===== src/rtl/core/framed_packet_parser_crc32_macros.svh =====
// assertion macros for the framed packet parser
// expects clk_i and rst_ni in the scope where a macro is used
`ifndef FRAMED_PACKET_PARSER_CRC32_MACROS_SVH
`define FRAMED_PACKET_PARSER_CRC32_MACROS_SVH

`ifndef NO_ASSERTIONS

`define FPPC_ASSERT(name, prop) \
  name: assert property (@(posedge clk_i) disable iff (!rst_ni) prop) \
    else $error("fppc assertion failed");

`define FPPC_ASSERT_ALWAYS(name, prop) \
  name: assert property (@(posedge clk_i) prop) \
    else $error("fppc assertion failed during or after reset");

`else

`define FPPC_ASSERT(name, prop)

`define FPPC_ASSERT_ALWAYS(name, prop)

`endif

`endif


===== src/rtl/core/fppc_pkg.sv =====
// shared types, constants and the byte-wide crc-32 update for the frame parser
// no dependencies
package fppc_pkg;

  localparam int unsigned FrameLen = 15;
  localparam int unsigned CountMax = 16;
  localparam int unsigned CountW   = 5;

  localparam logic [31:0] CrcPoly = 32'hEDB8_8320;
  localparam logic [31:0] CrcInit = 32'hFFFF_FFFF;

  localparam int unsigned OutDataW = 104;
  localparam int unsigned OutUserW = 3;

  // register indexes on the cfg channel
  localparam logic CfgStart = 1'b0;
  localparam logic CfgEnd   = 1'b1;

  typedef enum logic [2:0] {
    OUT_OK        = 3'd0,
    OUT_BAD_LEN   = 3'd1,
    OUT_BAD_START = 3'd2,
    OUT_BAD_END   = 3'd3,
    OUT_BAD_CRC   = 3'd4
  } outcome_e;

  typedef logic [CountW-1:0] count_t;

  function automatic logic [31:0] crc_byte(input logic [31:0] crc, input logic [7:0] b);
    logic [31:0] c;
    c = crc ^ {24'd0, b};
    for (int k = 0; k < 8; k++) begin
      c = (c >> 1) ^ (c[0] ? CrcPoly : 32'd0);
    end
    return c;
  endfunction

endpackage


===== src/rtl/core/framed_packet_parser_crc32.sv =====
// framed packet parser with crc-32 check, one byte word in, one result word per frame
// depends on fppc_pkg and framed_packet_parser_crc32_macros.svh
//
// channel   dir  handshake               payload
// s_axis    in   tvalid / tready         tdata: data_byte, tlast: last_byte
// m_axis    out  tvalid / tready         tuser: outcome, tdata: frame fields
// cfg       in   cfg_valid / cfg_ready   cfg_index: register, cfg_data: value
//
// one byte word is taken per cycle while s_axis_tready is high; the crc update is a combinational byte step
// a result appears in the output register the cycle after the flagged byte
// s_axis_tready drops only while a result waits and m_axis_tready is low
// reset clears the count, start flag, markers and the output valid and loads crc with CrcInit; cfg is always ready
`include "framed_packet_parser_crc32_macros.svh"

module framed_packet_parser_crc32 (
  input  logic                          clk_i,
  input  logic                          rst_ni,
  input  logic                          s_axis_tvalid,
  output logic                          s_axis_tready,
  input  logic [7:0]                    s_axis_tdata,  // data_byte
  input  logic                          s_axis_tlast,  // last_byte
  output logic                          m_axis_tvalid,
  input  logic                          m_axis_tready,
  // status_byte, request_id, response_flag, kind, payload_value, received_crc
  output logic [fppc_pkg::OutDataW-1:0] m_axis_tdata,
  output logic [fppc_pkg::OutUserW-1:0] m_axis_tuser,  // outcome
  input  logic                          cfg_valid_i,
  output logic                          cfg_ready_o,
  input  logic                          cfg_index_i,
  input  logic [7:0]                    cfg_data_i
);
  import fppc_pkg::*;

  logic        in_acc;
  logic        out_acc;
  count_t      count_q, count_d;
  logic [31:0] crc_q, crc_d;
  logic        start_good_q, start_good_d;
  logic [7:0]  start_marker_q, end_marker_q;
  logic [7:0]  status_q, status_d;
  logic [15:0] id_q, id_d;
  logic [7:0]  flag_q, flag_d;
  logic [7:0]  kind_q, kind_d;
  logic [31:0] value_q, value_d;
  logic [31:0] rcrc_q, rcrc_d;
  logic        out_valid_q;
  outcome_e    outcome;
  logic        fields_ok;
  logic        out_failed;
  logic [OutDataW-1:0] out_data_q, out_data_d;
  logic [OutUserW-1:0] out_user_q;

  assign in_acc        = s_axis_tvalid && s_axis_tready;
  assign out_acc       = out_valid_q && m_axis_tready;
  assign s_axis_tready = !out_valid_q || m_axis_tready;
  assign cfg_ready_o   = 1'b1;

  always_ff @(posedge clk_i or negedge rst_ni) begin
    if (!rst_ni) begin
      start_marker_q <= 8'd0;
      end_marker_q   <= 8'd0;
    end else if (cfg_valid_i) begin
      case (cfg_index_i)
        CfgStart: start_marker_q <= cfg_data_i;
        CfgEnd:   end_marker_q   <= cfg_data_i;
        default:  ;
      endcase
    end
  end

  // frame capture
  always_comb begin
    count_d      = count_q;
    crc_d        = crc_q;
    start_good_d = start_good_q;
    status_d     = status_q;
    id_d         = id_q;
    flag_d       = flag_q;
    kind_d       = kind_q;
    value_d      = value_q;
    rcrc_d       = rcrc_q;
    if (count_q >= CountW'(1) && count_q <= CountW'(9)) begin
      crc_d = crc_byte(crc_q, s_axis_tdata);
    end
    case (count_q)
      5'd0:    start_good_d = (s_axis_tdata == start_marker_q);
      5'd1:    status_d = s_axis_tdata;
      5'd2:    id_d[7:0] = s_axis_tdata;
      5'd3:    id_d[15:8] = s_axis_tdata;
      5'd4:    flag_d = s_axis_tdata;
      5'd5:    kind_d = s_axis_tdata;
      5'd6:    value_d[7:0] = s_axis_tdata;
      5'd7:    value_d[15:8] = s_axis_tdata;
      5'd8:    value_d[23:16] = s_axis_tdata;
      5'd9:    value_d[31:24] = s_axis_tdata;
      5'd10:   rcrc_d[7:0] = s_axis_tdata;
      5'd11:   rcrc_d[15:8] = s_axis_tdata;
      5'd12:   rcrc_d[23:16] = s_axis_tdata;
      5'd13:   rcrc_d[31:24] = s_axis_tdata;
      default: ;
    endcase
    if (count_q < CountW'(CountMax)) begin
      count_d = count_q + CountW'(1);
    end
    if (s_axis_tlast) begin
      count_d      = '0;
      crc_d        = CrcInit;
      start_good_d = 1'b0;
    end
  end

  // outcome of the flagged byte
  always_comb begin
    if (count_q != CountW'(FrameLen - 1)) begin
      outcome = OUT_BAD_LEN;
    end else if (!start_good_q) begin
      outcome = OUT_BAD_START;
    end else if (s_axis_tdata != end_marker_q) begin
      outcome = OUT_BAD_END;
    end else if (~crc_q != rcrc_q) begin
      outcome = OUT_BAD_CRC;
    end else begin
      outcome = OUT_OK;
    end
    fields_ok  = (outcome == OUT_OK) || (outcome == OUT_BAD_CRC);
    out_data_d = fields_ok ? {rcrc_q, value_q, kind_q, flag_q, id_q, status_q}
                           : '0;
  end

  always_ff @(posedge clk_i or negedge rst_ni) begin
    if (!rst_ni) begin
      count_q      <= '0;
      crc_q        <= CrcInit;
      start_good_q <= 1'b0;
      out_valid_q  <= 1'b0;
    end else begin
      if (in_acc) begin
        count_q      <= count_d;
        crc_q        <= crc_d;
        start_good_q <= start_good_d;
      end
      if (in_acc && s_axis_tlast) begin
        out_valid_q <= 1'b1;
      end else if (out_acc) begin
        out_valid_q <= 1'b0;
      end
    end
  end

  always_ff @(posedge clk_i) begin
    if (in_acc) begin
      status_q <= status_d;
      id_q     <= id_d;
      flag_q   <= flag_d;
      kind_q   <= kind_d;
      value_q  <= value_d;
      rcrc_q   <= rcrc_d;
    end
    if (in_acc && s_axis_tlast) begin
      out_data_q <= out_data_d;
      out_user_q <= outcome;
    end
  end

  assign m_axis_tvalid = out_valid_q;
  assign m_axis_tdata  = out_data_q;
  assign m_axis_tuser  = out_user_q;

  assign out_failed = (m_axis_tuser == OUT_BAD_LEN) || (m_axis_tuser == OUT_BAD_START) ||
                      (m_axis_tuser == OUT_BAD_END);

  `FPPC_ASSERT_ALWAYS(a_count_saturates, count_q <= CountW'(CountMax))
  `FPPC_ASSERT(a_frame_clears, in_acc && s_axis_tlast |=> count_q == '0 && crc_q == CrcInit)
  `FPPC_ASSERT(a_result_follows, in_acc && s_axis_tlast |=> m_axis_tvalid)
  `FPPC_ASSERT(a_failed_fields_zero, m_axis_tvalid && out_failed |-> m_axis_tdata == '0)

endmodule

===== config.mk =====
export PLATFORM = sky130hd
export DESIGN_NAME = framed_packet_parser_crc32
export DESIGN_NICKNAME = d
export VERILOG_FILES = /design/src/rtl/core/fppc_pkg.sv /design/src/rtl/core/framed_packet_parser_crc32.sv
export VERILOG_INCLUDE_DIRS = /design/src /design/src/rtl/core
export SDC_FILE = /design/constraint.sdc
export NUM_CORES = 1
export LEC_CHECK = 0
export ABC_AREA = 1
export BUFFER_PORTS_ARGS = -buffer_cell sky130_fd_sc_hd__buf_2
export CAP_MARGIN = 20
export CORE_MARGIN = 5
export CORE_UTILIZATION = 57
export DETAILED_ROUTE_END_ITERATION = 10
export PLACE_DENSITY = 0.78
export SYNTH_ARGS = -nofsm -noshare
export SYNTH_HDL_FRONTEND = slang
export SYNTH_SLANG_ARGS = --single-unit

===== constraint.sdc =====
create_clock -name clk_i -period 7.9 [get_ports clk_i]
set_input_delay 1.975 -clock clk_i [delete_from_list [all_inputs] [get_ports clk_i]]
set_output_delay 1.975 -clock clk_i [all_outputs]
set_load 0.01 [all_outputs]

==> results.toml <==
[timing]
drv_slew = 0
fin_ws_ns = 3.58
setup_viol = 0
fin_setup_tns_ns = 0
rsz0062_at_grt = "false"
hold_viol_final = 0
hold_slack_ns = 0.506
post-route-min-period_ns = 4.32
fin_skew_ns = 0.0115
slew_headroom_pct = 33.2
fin_crit_sh_pct = 54.6
worstMarginPinSlew_ns = 0.994
max_freq_mhz = 232

[place]
place_inst = 1371
pre_cts_ws_ns = 3.57
gp_congestion = 0.936
io_buffers = 131
place_hpwl_mm = 15.5

[synth]
synth_nets = 1018
synth_cell_types = 38
synth.area.top_cells = "edfxtp_1 (56%), dfstp_2 (7.5%), inv_1 (5.8%), nand2_1 (5.6%), dfrtp_1 (5.1%)"
synthFlopType = "edfxtp_1"
syn_area_per_cell_um2 = 11.4
yosysTopAreaCellShare_pct = 56.2
synth_top_cell_by_area = "edfxtp_1"
synthTopCellsByCount = "edfxtp_1 (211), inv_1 (175), nand2_1 (168)"
synth_area_um2 = 11300
synth_edf_count = 211
synthCells = 991
yosys_register_bits = 266
synthArstFlopShare_pct = 20.7
seq_area_frac_synth_pct = 68.8
yosys_warnings = 0
synth.most_common_cell = "edfxtp_1"

[setup_path]
critPathSlowestCell = "buf_2"
end_kind = "output pin"
startpoint_type = "input pin"
crit_path_frequent_cell = "buf_2"
cp_cell_sequence = "buf_2 -> inv_1 -> nand2_2 -> buf_2"
critPathTopFamily = "buffers and inverters"
crit_path_max_fanout = 4
critPathKind = "in2out"
worst-path-buf-inv = 3
required_ns = 5.93
cpPeakStageDelay_ns = 0.15
cp.arrival_ns = 2.34

[detailed_routing]
dr_total_vias = 7119
drt_pre_antenna_iters = 5
drt_wl_total_mm = 23.6
drtIter0Drc = 591
drcViolationCount = 0
via_per_inst = 5.01
ant_nets = 0
wl_per_cell_um = 16.6

[global_route]
grt_overflow = 0
grt_pass1_wl_mm = 36.8
globalRouteTotalUtil_pct = 21.2
grt_pass1_vias = 6879
antenna_found_initial = 0
grt_max_degree = 106

[cts]
cts_resized = 0
cts_buffers = 26
cts_sinks = 266
worst_skew_pair.late_latency_ns = 0.52
cts_setup_buffers = 0
clockBufferDepth = 3
cts_root_buffer = "clkbuf_16"
cts_hold_buf = 0
cts_tree = "built"
htreeDepth = 1
path_clk_slew_ns = 0.06

[cells_and_area]
regArea_um2 = 7750
instances_no_fill = 1421
multiInputGateArea_um2 = 2710
drive_above_1_share_pct = 19.9
fin_nets = 1163
antenna_cells = 0
syn_to_final_growth_pct = 15.5
n_fill_cell = 1416

[floorplanning]
rows = 51
fp.coreArea_um2 = 19500
ios = 133
start_util_pct = 57.9
fp.dieW_um = 151
fp.dieH_um = 151
dieArea_um2 = 22700

[run]
cap_violations = 0

[power]
p_leak_nw = 5.73
vdd_drop_max_mv = 0.160
cellPowerDensity_nw_per_um2 = 294

[outcome]
status = "completed"

[worst_hold_path]
hold_class = "reg2reg"
-- per-layer routing --
layer / track usage [%] / vias up / wire length, um
li1: - / 3456 / -
met1: 29.5 / 3344 / 10000
met2: 35.4 / 274 / 11200
met3: 3.10 / 45 / 1800
met4: 6.17 / 0 / 564
met5: 0 / - / 0
-- power by group --
| part | total (mW) | switching [mW] | internal [mW] |
|---|---|---|---|
| clock | 1.15 | 0.491 | 0.655 |
| sequential | 1.80 | 0.119 | 1.68 |
| combinational | 0.876 | 0.557 | 0.319 |
| total | 3.82 | 1.17 | 2.66 |
-- final timing paths --
path	cells past startpoint	slack, ns	end	startpoint
setup / recovery	4	3.58	s_axis_tready	m_axis_tready
hold / removal	2	0.51	start_marker_q[5]	start_marker_q[5]
setup reg to reg	7	5.37	crc_q[6]	m_axis_tvalid
hold reg to reg	2	0.51	start_marker_q[5]	start_marker_q[5]
max in group asynchronous	2	5.83	count_q[3]	rst_ni
min in group asynchronous	2	1.61	end_marker_q[3]	rst_ni
-- sequential cells by signal, indices dropped and copies added (netlist names) --
name            cells
id_q               16
m_axis_tvalid       1
count_q             5
kind_q              8
crc_q              32
status_q            8
start_marker_q      8
m_axis_tdata      104
end_marker_q        8
flag_q              8
value_q            32
m_axis_tuser        3
start_good_q        1
rcrc_q             32
-- logic make-up (layout without fill, tap and decap cells) --
logic type	Yosys count	in the layout	share of synthesized area, %
compound gates	56	56	2.93
xor+xnor	81	81	6.43
fa+ha+maj	4	4	0.444
buf+inv	201	366	7.30
flops	266	266	68.8
other cells	1	1	0.0333
simple gates	382	382	14.1
-- through the flow --
| step | util [%] | instance area (um^2) | total power, mW |
|---|---|---|---|
| floorplan | - | 11300 | 2.46 |
| global placement | 62.5 | 12200 | 2.66 |
| detailed placement | 62.5 | 12200 | 2.69 |
| CTS | 66.6 | 13000 | 3.84 |
| global route | 66.9 | 13000 | 4.03 |
| finish | 66.9 | 13000 | 3.82 |
-- placed cells by master (no fill, tap or decap), types with 8 or more instances in the layout --
master,instances
buf_2,131
a22oi_1,12
clkbuf_16,27
a21oi_1,8
dfstp_2,32
nand2_1,168
nand3_1,28
dfrtp_1,23
nor2_1,139
clkbuf_1,8
o21ai_0,25
xnor2_1,20
xor2_1,59
edfxtp_1,211
nand4_1,12
inv_1,175
-- worst register-to-register path, stage by stage, from the launching register on --
cell     delay (ns)
dfrtp_1        0.39
nand2_2        0.11
nand2_1        0.13
nor2_4         0.36
inv_2          0.14
nand2_1        0.55
inv_1          0.44
a22oi_1        0.32
-- final cells by class --
type / instances / share of cell area (%)
inverter: 179 / 5.16
sequential: 266 / 59.5
multi-input combinational: 524 / 20.8
timing repair buffer: 139 / 5.80
tap: 265 / 2.55
clock buffer: 38 / 5.74
clock inverter: 10 / 0.404
Note: power is estimated with default switching activity, not from simulation.
